File: src/rtl/slice_free_list_allocator_top_defines.svh
// Assertion macros used by the allocator datapath.
`ifndef SLICE_FREE_LIST_ALLOCATOR_TOP_DEFINES_SVH
`define SLICE_FREE_LIST_ALLOCATOR_TOP_DEFINES_SVH
`ifndef SYNTHESIS
// Same-cycle implication, disabled during reset.
`define SFLA_ASSERT_IMP(lbl, ck, rs, ante, cons) \
  lbl: assert property (@(posedge ck) disable iff (rs) (ante) |-> (cons)) \
    else $error("allocator assertion failed");
// Next-cycle implication, disabled during reset.
`define SFLA_ASSERT_NXT(lbl, ck, rs, ante, cons) \
  lbl: assert property (@(posedge ck) disable iff (rs) (ante) |=> (cons)) \
    else $error("allocator assertion failed");
`else
`define SFLA_ASSERT_IMP(lbl, ck, rs, ante, cons)
`define SFLA_ASSERT_NXT(lbl, ck, rs, ante, cons)
`endif
`endif

File: src/rtl/sfla_pkg.sv
package sfla_pkg;

  // Default sizes.
  localparam int FREE_ENTRIES_DEF   = 64;
  localparam int INDEX_BITS_DEF     = 20;
  localparam int RING_SLOTS_DEF     = 3;
  localparam int DEFERRED_DEPTH_DEF = 32;

  // Fixed field widths.
  localparam int BYTES_W   = 23;
  localparam int CFG_IDX_W = 2;
  localparam int ACT_W     = 2;
  localparam int STAT_W    = 2;

  // Register reset values.
  localparam int POOL_RESET = 65536;
  localparam int ISB_RESET  = 2;
  localparam int CAND_RESET = 10;

  // Register indexes.
  localparam logic [CFG_IDX_W-1:0] CFG_POOL = 2'd0;
  localparam logic [CFG_IDX_W-1:0] CFG_ISB  = 2'd1;
  localparam logic [CFG_IDX_W-1:0] CFG_CAND = 2'd2;

  // Actions.
  localparam logic [ACT_W-1:0] ACT_GET    = 2'd0;
  localparam logic [ACT_W-1:0] ACT_RET    = 2'd1;
  localparam logic [ACT_W-1:0] ACT_RETGET = 2'd2;
  localparam logic [ACT_W-1:0] ACT_EOF    = 2'd3;

  // Status codes.
  localparam logic [STAT_W-1:0] ST_OK    = 2'd0;
  localparam logic [STAT_W-1:0] ST_NOFIT = 2'd1;
  localparam logic [STAT_W-1:0] ST_EMPTY = 2'd2;
  localparam logic [STAT_W-1:0] ST_FULL  = 2'd3;

  // Datapath micro-operations issued by the controller.
  typedef enum logic [4:0] {
    CMD_NONE, CMD_LOAD, CMD_RET, CMD_SCAN, CMD_EX_RD, CMD_EX_WR, CMD_FIT,
    CMD_NOFIT, CMD_SORT_INIT, CMD_KEY_RD, CMD_KEY_LD, CMD_IN_CHK, CMD_IN_CMP,
    CMD_MG_INIT, CMD_MG_LD, CMD_MG_CHK, CMD_MG_CMP, CMD_SH_CHK, CMD_SH_WR,
    CMD_MG_DONE, CMD_EF_SLOT, CMD_EF_CHK, CMD_EF_REL, CMD_OUT
  } cmd_t;

  // Status flags returned to the controller.
  typedef struct packed {
    logic [ACT_W-1:0] act;
    logic num_zero;
    logic merge_go;
    logic scan_done;
    logic exact;
    logic has_cand;
    logic i_lt_used;
    logic j_zero;
    logic shift;
    logic ip1_lt_used;
    logic mergeable;
    logic jp1_lt_used;
    logic k_lt_dused;
    logic out_free;
  } dp_stat_t;

endpackage

File: src/rtl/sfla_ctrl.sv
module sfla_ctrl (
  input  logic               clk,
  input  logic               rst,
  input  logic               in_valid,
  input  sfla_pkg::dp_stat_t stat,
  output logic               in_ready,
  output sfla_pkg::cmd_t     cmd
);
  import sfla_pkg::*;

  typedef enum logic [4:0] {
    S_IDLE, S_DISP, S_RET, S_SCAN, S_EX_RD, S_EX_WR, S_FIT, S_NOFIT,
    S_SORT_CHK, S_KEY_RD, S_KEY_LD, S_IN_CHK, S_IN_CMP,
    S_MG_INIT, S_MG_LD, S_MG_CHK, S_MG_CMP, S_SH_CHK, S_SH_WR, S_MG_DONE,
    S_EF_SLOT, S_EF_CHK, S_EF_REL, S_OUT
  } state_t;

  state_t state, state_next;

  assign in_ready = state == S_IDLE;

  // Sequencing of micro-operations.
  always_comb begin
    state_next = state;
    cmd        = CMD_NONE;
    unique case (state)
      S_IDLE: begin
        if (in_valid) begin
          cmd        = CMD_LOAD;
          state_next = S_DISP;
        end
      end
      S_DISP: begin
        priority if (stat.act == ACT_GET) begin
          state_next = S_SCAN;
        end else if (stat.act == ACT_EOF) begin
          cmd        = CMD_SORT_INIT;
          state_next = stat.merge_go ? S_SORT_CHK : S_EF_SLOT;
        end else begin
          state_next = S_RET;
        end
      end
      S_RET: begin
        cmd        = CMD_RET;
        state_next = ((stat.act == ACT_RETGET) && !stat.num_zero) ? S_SCAN : S_OUT;
      end
      S_SCAN: begin
        cmd = CMD_SCAN;
        if (stat.scan_done) begin
          priority if (stat.exact) begin
            state_next = S_EX_RD;
          end else if (stat.has_cand) begin
            state_next = S_FIT;
          end else begin
            state_next = S_NOFIT;
          end
        end
      end
      S_EX_RD: begin
        cmd        = CMD_EX_RD;
        state_next = S_EX_WR;
      end
      S_EX_WR: begin
        cmd        = CMD_EX_WR;
        state_next = S_OUT;
      end
      S_FIT: begin
        cmd        = CMD_FIT;
        state_next = S_OUT;
      end
      S_NOFIT: begin
        cmd        = CMD_NOFIT;
        state_next = S_OUT;
      end
      S_SORT_CHK: state_next = stat.i_lt_used ? S_KEY_RD : S_MG_INIT;
      S_KEY_RD: begin
        cmd        = CMD_KEY_RD;
        state_next = S_KEY_LD;
      end
      S_KEY_LD: begin
        cmd        = CMD_KEY_LD;
        state_next = S_IN_CHK;
      end
      S_IN_CHK: begin
        cmd        = CMD_IN_CHK;
        state_next = stat.j_zero ? S_SORT_CHK : S_IN_CMP;
      end
      S_IN_CMP: begin
        cmd        = CMD_IN_CMP;
        state_next = stat.shift ? S_IN_CHK : S_SORT_CHK;
      end
      S_MG_INIT: begin
        cmd        = CMD_MG_INIT;
        state_next = S_MG_LD;
      end
      S_MG_LD: begin
        cmd        = CMD_MG_LD;
        state_next = S_MG_CHK;
      end
      S_MG_CHK: begin
        cmd        = CMD_MG_CHK;
        state_next = stat.ip1_lt_used ? S_MG_CMP : S_MG_DONE;
      end
      S_MG_CMP: begin
        cmd        = CMD_MG_CMP;
        state_next = stat.mergeable ? S_SH_CHK : S_MG_CHK;
      end
      S_SH_CHK: begin
        cmd        = CMD_SH_CHK;
        state_next = stat.jp1_lt_used ? S_SH_WR : S_MG_CHK;
      end
      S_SH_WR: begin
        cmd        = CMD_SH_WR;
        state_next = S_SH_CHK;
      end
      S_MG_DONE: begin
        cmd        = CMD_MG_DONE;
        state_next = S_EF_SLOT;
      end
      S_EF_SLOT: begin
        cmd        = CMD_EF_SLOT;
        state_next = S_EF_CHK;
      end
      S_EF_CHK: begin
        cmd        = CMD_EF_CHK;
        state_next = stat.k_lt_dused ? S_EF_REL : S_OUT;
      end
      S_EF_REL: begin
        cmd        = CMD_EF_REL;
        state_next = S_EF_CHK;
      end
      S_OUT: begin
        if (stat.out_free) begin
          cmd        = CMD_OUT;
          state_next = S_IDLE;
        end
      end
      default: state_next = S_IDLE;
    endcase
  end

  // State register.
  always_ff @(posedge clk) begin
    if (rst) begin
      state <= S_IDLE;
    end else begin
      state <= state_next;
    end
  end

endmodule

File: config.mk
export PLATFORM = sky130hd
export DESIGN_NAME = sfla_ctrl
export DESIGN_NICKNAME = d
export VERILOG_FILES = /design/src/rtl/slice_free_list_allocator_top_defines.svh /design/src/rtl/sfla_pkg.sv /design/src/rtl/sfla_ctrl.sv
export SDC_FILE = /design/constraint.sdc
export NUM_CORES = 1
export LEC_CHECK = 0
export CAP_MARGIN = 20
export CORE_AREA = 8 8 45 47
export CTS_BUF_LIST = sky130_fd_sc_hd__clkbuf_4 sky130_fd_sc_hd__clkbuf_8
export CTS_CLUSTER_DIAMETER = 80
export DETAILED_ROUTE_END_ITERATION = 7
export DIE_AREA = 0 0 53 55
export DONT_BUFFER_PORTS = 1
export HOLD_SLACK_MARGIN = 0.08
export PLACE_DENSITY = 0.67
export RECOVER_POWER = 100
export SLEW_MARGIN = 30
export SYNTH_ARGS = -nofsm -noshare
export SYNTH_HDL_FRONTEND = slang
export SYNTH_SLANG_ARGS = --single-unit
File: constraint.sdc
create_clock -name clk -period 4.92 [get_ports clk]
set_clock_uncertainty 0.2 [all_clocks]
set_input_delay 0.738 -clock clk [delete_from_list [all_inputs] [get_ports clk]]
set_output_delay 0.738 -clock clk [all_outputs]
set_load 0.1 [all_outputs]
# Word-level counts from Yosys, hierarchy flattened
# Index checks and enable logic that the tools add are counted.
totals:
  ff_bits: 5
  out_inout_bits: 6
  wordCells: 58
op_classes:
  n_eq_ne: 28
  muxes: 22
  reduce_logical: 7
ops:
  columns: ["cell", "n"]
  rows:
  - ["$pmux W5 S23", 1]
  - ["$pmux W5 S21", 1]
  - ["$mux W5", 10]
  - ["$eq A5 B4 Y1 const B", 8]
  - ["$eq A5 B5 Y1 const B", 8]
  - ["$eq A5 B3 Y1 const B", 4]
  - ["$eq A5 B2 Y1 const B", 2]
  - ["$mux W4", 2]
  - ["$mux W2", 3]
  - ["$mux W3", 2]
  - ["$ne A2 B2 Y1 const B", 3]
  - ["$eq A5 B1 Y1 const B", 1]
  - ["$logic_not A5 Y1", 1]
  - ["$eq A2 B2 Y1 const B", 2]
  - ["$mux W1", 3]
  - ["$reduce_and A3 Y1", 1]
  - ["$reduce_or A3 Y1", 1]
  - ["$logic_not A2 Y1", 1]
  - ["$reduce_or A2 Y1", 1]
  - ["$logic_and A1 B1 Y1", 1]
  - ["$logic_not A1 Y1", 1]

# Logic depth before layout (Yosys ltp)
# Gate-level depths: netlist of run 1.
depth:
  depth_word: 4
  mapped_depth: 7

# Least setup slack after synthesis of run 1
# No wires, ideal clock.
synth_timing:
  path_type: "reg2out"
  startpoint: "reg state[2]"
  endpoint: "out cmd[3]"
  arrival_time_ps: 3100
  t_required_ps: 3982
  path_slack_ps: 882
  stages_incl_launch_ff: 6
  path_buffers: 2
  cell_sequence: "dfxtp_1 buf_4 buf_2 nor2_1 a31oi_1 a211oi_1"
synth_via:
  elab_chain_len: 2
synth_lines:
  columns: ["element", "line_no", "rtl"]
  rows:
  - ["start, declared", "sfla_ctrl.sv:18", "state_t state, state_next;"]
  - ["start signal, assigned", "sfla_ctrl.sv:147", "state <= state_next;"]
  - ["$eq A5 B5 Y1, or another cell as far along", "sfla_ctrl.sv:26", "unique case (state)"]
  - ["$pmux W5 S23 (*)", "sfla_ctrl.sv:26", null]
  - ["end, declared", "sfla_ctrl.sv:7", "output sfla_pkg::cmd_t cmd"]
# Mark *: on every way between the ends. The rest lies on a longest branch, timed or not.

# Final worst setup path of run 1
layout_timing:
  startpoint: "reg state[2]"
  endpoint: "out cmd[0]"
# Same word-level chain as after synthesis.

==> results.json, run 1 <==
{
  "outcome": "finished with violations",
  "violations": "max-capacitance violations, max-slew violations",
  "design.core.area_sq_mm": 0.00138,
  "vias_per_cell": 6.76,
  "synthDistinctLibCells": 41,
  "peakVddDrop_mv": 0.408,
  "cp_top_family": "compound AO/OA/AOI/OAI gates",
  "dp_hpwl_mm": 1.64,
  "use_met1": 0.202,
  "rsz0062_at_grt": "false",
  "slew_viol_final": 1,
  "ys_ff_latch": 5,
  "die_w_um": 53,
  "r2r_start": "state[2]",
  "dieArea_sq_mm": 0.00292,
  "vias": 804,
  "post_cts_buffers": 0,
  "syn-num-nets": 124,
  "nNetsFinal": 122,
  "grt_use_total": 0.152,
  "ys.flop_type": "dfxtp_1",
  "setup_violations": 0,
  "fmax_mhz": 246,
  "ant_nets": 0,
  "worstPathRequired_ns": 3.98,
  "port_buffers": 0,
  "pre_cts_ws_ns": 1.80,
  "cts_max_level": 1,
  "synth_edf_count": 0,
  "hold_violations": 0,
  "clk_latency_ns": 0.24,
  "largest_reg_flops": 5,
  "cap_violations": 1,
  "clockBufferDepth": 2,
  "hp-start": "rst",
  "worstPathCellList": "nor2_1, and3_1, clkbuf_1, a32o_1",
  "drtIter0Drc": 22,
  "async_flop_share": 0,
  "first_pass_iters": 4,
  "gp_congestion": 0.876,
  "top_regs": "state (5)",
  "syn_inst": 106,
  "worst-path-buf-inv": 1,
  "die-height_um": 55,
  "cts_tree": "yes",
  "initial_core_util": 0.521,
  "cts_inserted_buffers": 3,
  "grt_pass1_wl_mm": 3.45,
  "wl_mm": 2.14,
  "wl_per_cell_um": 18.0,
  "rows": 14,
  "num_io_pins": 24,
  "use_met3": 0.0455,
  "syn_area_sq_um": 721,
  "layout_setup_ws_ns": 0.862,
  "cp.arrival_ns": 3.12,
  "use_met2": 0.242,
  "fin_setup_tns_ns": 0,
  "ctsResizeCount": 0,
  "grt_max_degree": 22,
  "worstMarginPinSlew_ns": 2.04,
  "top_register": "state",
  "cp_max_fo": 21,
  "crit_start": "state[2]",
  "hold_buffers": 0,
  "ys_warn_count": 0,
  "hold_class": "input pin to register",
  "critPathMaxStageDelay_ns": 0.95,
  "power_density_mw_per_mm2": 831,
  "antenna_found_initial": 0,
  "syn_to_final_growth_pct": 1.56,
  "clkSinkCount": 5,
  "fin_crit_sh": 0.825,
  "syn_area_per_cell_sq_um": 6.80,
  "crit_path_top_delay_cell": "a32o_1",
  "period_needed_ns": 4.06,
  "cp-start-kind": "register",
  "antenna_cells": 0,
  "leakagePower_nw": 0.229,
  "maxSlewHeadroom": -0.353,
  "critPathKind": "register to primary output",
  "route.detailed.drc": 0,
  "drive_above_1_share": 0.117,
  "root_buffer": "clkbuf_4",
  "ys_seq_area_frac": 0.139,
  "endpoint_kind": "primary output",
  "path_clk_slew_ns": 0.05,
  "grt_busiest_layer": "met2",
  "overflow": 0,
  "grt_pass1_vias": 703
}
## worst paths after layout
| path | depth (start not counted) | end | slack (ns) |
|---|---|---|---|
| worst min-delay path | 1 | state[3] | 0.36 |
| worst max register to register | 5 | state[2] | 2.63 |
| worst min register to register | 2 | state[4] | 0.68 |
| worst max-delay path | 4 | cmd[0] | 0.86 |
## Yosys cell counts, types with 2 or more instances
cell	number	area share
a211oi_1	2	0.021
a21o_1	2	0.021
a21oi_1	16	0.11
a31oi_1	4	0.035
a32o_1	2	0.028
a41oi_1	2	0.024
and3_1	2	0.017
buf_2	5	0.035
clkbuf_1	3	0.016
dfxtp_1	5	0.14
inv_1	4	0.021
nand2_1	6	0.031
nand2b_1	6	0.052
nand3_1	3	0.021
nor2_1	8	0.042
nor2b_1	2	0.017
nor3_1	4	0.028
nor3_2	2	0.028
nor3b_1	2	0.021
o21ai_0	3	0.021
o21ai_2	2	0.024
o22ai_1	2	0.017
## logic make-up after synthesis
kind of cell	synth area share
flip-flops	0.139
AO/OA/AOI/OAI	0.411
buffers and inverters	0.102
AND/OR/NAND/NOR	0.347
## placed cells by master (no fill, tap or decap), types with 2 or more instances in the layout
master | Yosys | layout
nand3_1 | 3 | 3
clkbuf_4 | 0 | 4
a31oi_1 | 4 | 3
nor2_1 | 8 | 8
a32o_1 | 2 | 2
clkbuf_1 | 3 | 3
a21o_1 | 2 | 2
o21ai_0 | 3 | 4
a21oi_1 | 16 | 16
and3_1 | 2 | 2
dfxtp_1 | 5 | 5
nor2b_1 | 2 | 2
inv_1 | 4 | 4
nand2b_1 | 6 | 6
nand2_1 | 6 | 6
nor3b_1 | 2 | 2
o22ai_1 | 2 | 2
a41oi_1 | 2 | 2
nor3_1 | 4 | 6
## metal layers
| layer | vias up | part of all wire | routed length, um |
|---|---|---|---|
| li1 | 398 | - | - |
| met1 | 367 | 0.41 | 881 |
| met2 | 39 | 0.49 | 1050 |
| met3 | 0 | 0.099 | 212 |
| met4 | 0 | 0 | 0 |
| met5 | - | 0 | 0 |
## cell type report
type,count,area (sq um)
inverters,5,18.8
multi-input cells,86,552
well taps,16,20.0
fillers,157,652
repair buffers,3,11.3
clock buffers,4,30.0
flip-flops and latches,5,100
## power by group
group	total (mW)	leakage, nW	internal [mW]	switching, mW
clock	0.0546	0.0184	0.0363	0.0183
sequential	0.126	0.0414	0.0561	0.0700
combinational	0.427	0.169	0.113	0.314
## through the flow
stage	total power [mW]	util	hold WS [ns]	instance area [sq um]	cells
floorplan	0.505	-	0.512	721	106
finish	0.608	0.529	0.358	732	119
global route	0.646	0.529	0.344	732	119
CTS	0.640	0.561	0.353	776	119
detailed placement	0.584	0.539	0.612	746	115
global placement	0.565	0.523	0.608	723	114
No activity file was read; power rests on OpenSTA's default activity.
==> run 2, diff against run 1 <==
PLACE_DENSITY = 0.7   (was 0.67)
clock period = 3.3 ns   (was 4.92 ns; I/O delays follow)
==> results.json, run 2 (same netlist as run 1, synthesis figures left out) <==
{
  "path_clk_slew_ns": 0.05,
  "wl_per_cell_um": 17.9,
  "fin_crit_sh": 0.874,
  "critPathMaxStageDelay_ns": 0.57,
  "gp_congestion": 0.878,
  "rows": 14,
  "clockBufferDepth": 2,
  "setup_violations": 0,
  "cap_violations": 0,
  "largest_reg_flops": 5,
  "fmax_mhz": 347,
  "finalPower_mw": 0.945,
  "leakagePower_nw": 0.257,
  "rsz0062_at_grt": "false",
  "drive_above_1_share": 0.178,
  "critPathKind": "register to primary output",
  "hold_class": "input pin to register",
  "root_buffer": "clkbuf_4",
  "worstMarginPinSlew_ns": 0.690,
  "syn_to_final_growth_pct": 6.25,
  "antenna_found_initial": 0,
  "cts_tree": "yes",
  "cp-start-kind": "register",
  "first_pass_iters": 5,
  "final_cell_mix": "a21oi_1, nor2_1, nand2_1, nand2b_1",
  "cp.arrival_ns": 2.19,
  "cp_max_fo": 11,
  "num_io_pins": 24,
  "crit_path_top_delay_cell": "dfxtp_1",
  "nNetsFinal": 126,
  "endpoint_kind": "primary output",
  "outcome": "finished clean",
  "clk_latency_ns": 0.25,
  "worstPathCellList": "clkbuf_1, inv_1, a211oi_4, clkbuf_2",
  "ant_nets": 0,
  "ctsResizeCount": 0,
  "peakVddDrop_mv": 0.813,
  "initial_core_util": 0.521,
  "antenna_cells": 0,
  "grt_pass1_vias": 758,
  "port_buffers": 0,
  "design.core.area_sq_mm": 0.00138,
  "cp_top_family": "buffers and inverters",
  "drtIter0Drc": 53,
  "top_regs": "state (5)",
  "fin_setup_tns_ns": 0,
  "fill_cells": 144,
  "maxSlewHeadroom": 0.539,
  "layout_commonest_cell": "a21oi_1",
  "hold_buffers": 0,
  "grt_use_total": 0.151,
  "die_w_um": 53,
  "worstPathRequired_ns": 2.60,
  "vias_per_cell": 6.89,
  "top_register": "state",
  "post_cts_buffers": 0,
  "hold_violations": 0,
  "power_density_mw_per_mm2": 1230,
  "worst-path-buf-inv": 3,
  "vias": 848,
  "period_needed_ns": 2.88,
  "grt_max_degree": 22,
  "route.detailed.drc": 0,
  "overflow": 0,
  "grt_pass1_wl_mm": 3.46,
  "die-height_um": 55,
  "clkSinkCount": 5,
  "dp_hpwl_mm": 1.62,
  "cts_max_level": 1,
  "wl_mm": 2.20,
  "slew_viol_final": 0,
  "dieArea_sq_mm": 0.00292,
  "cts_inserted_buffers": 3
}
[run 2: path summary, 6_finish.rpt]
kind / startpoint / endpoint / slack, ns / depth (start not counted)
worst max-delay path: state[0] / cmd[3] / 0.42 / 4
worst min-delay path: rst / state[2] / 0.10 / 1
worst max register to register: state[1] / state[2] / 0.99 / 5
worst min register to register: state[0] / state[3] / 0.68 / 3
[run 2: metal layers]
metal  routed length (um)  GRT usage
met1                  897      0.186
met3                  246     0.0642
met2                 1050      0.248
met4                    0    0.00862
met5                    0          0
[run 2: layout make-up]
cell class | instances | area, sq um | area share
Multi-Input combinational cell | 86 | 561 | 0.732
Sequential cell | 5 | 100 | 0.131
Timing Repair Buffer | 7 | 36.3 | 0.0474
Clock buffer | 4 | 30.0 | 0.0392
Tap cell | 16 | 20.0 | 0.0261
Inverter | 5 | 18.8 | 0.0245
[run 2: report_power, final]
| group | switching [mW] | internal [mW] |
|---|---|---|
| Combinational | 0.488 | 0.191 |
| Sequential | 0.0982 | 0.0836 |
| Clock | 0.0295 | 0.0542 |
| Total | 0.616 | 0.329 |
[run 2: metrics by stage]
stage | utilization | hold WS [ns] | cells | setup WS, ns | area, sq um
floorplan | - | 0.363 | 106 | 0.0932 | 726
global placement | 0.559 | 0.366 | 119 | 1.01 | 773
detailed placement | 0.559 | 0.365 | 119 | 0.983 | 773
CTS | 0.580 | 0.105 | 123 | 0.708 | 803
global route | 0.553 | 0.0938 | 123 | 0.319 | 766
finish | 0.553 | 0.105 | 123 | 0.417 | 766
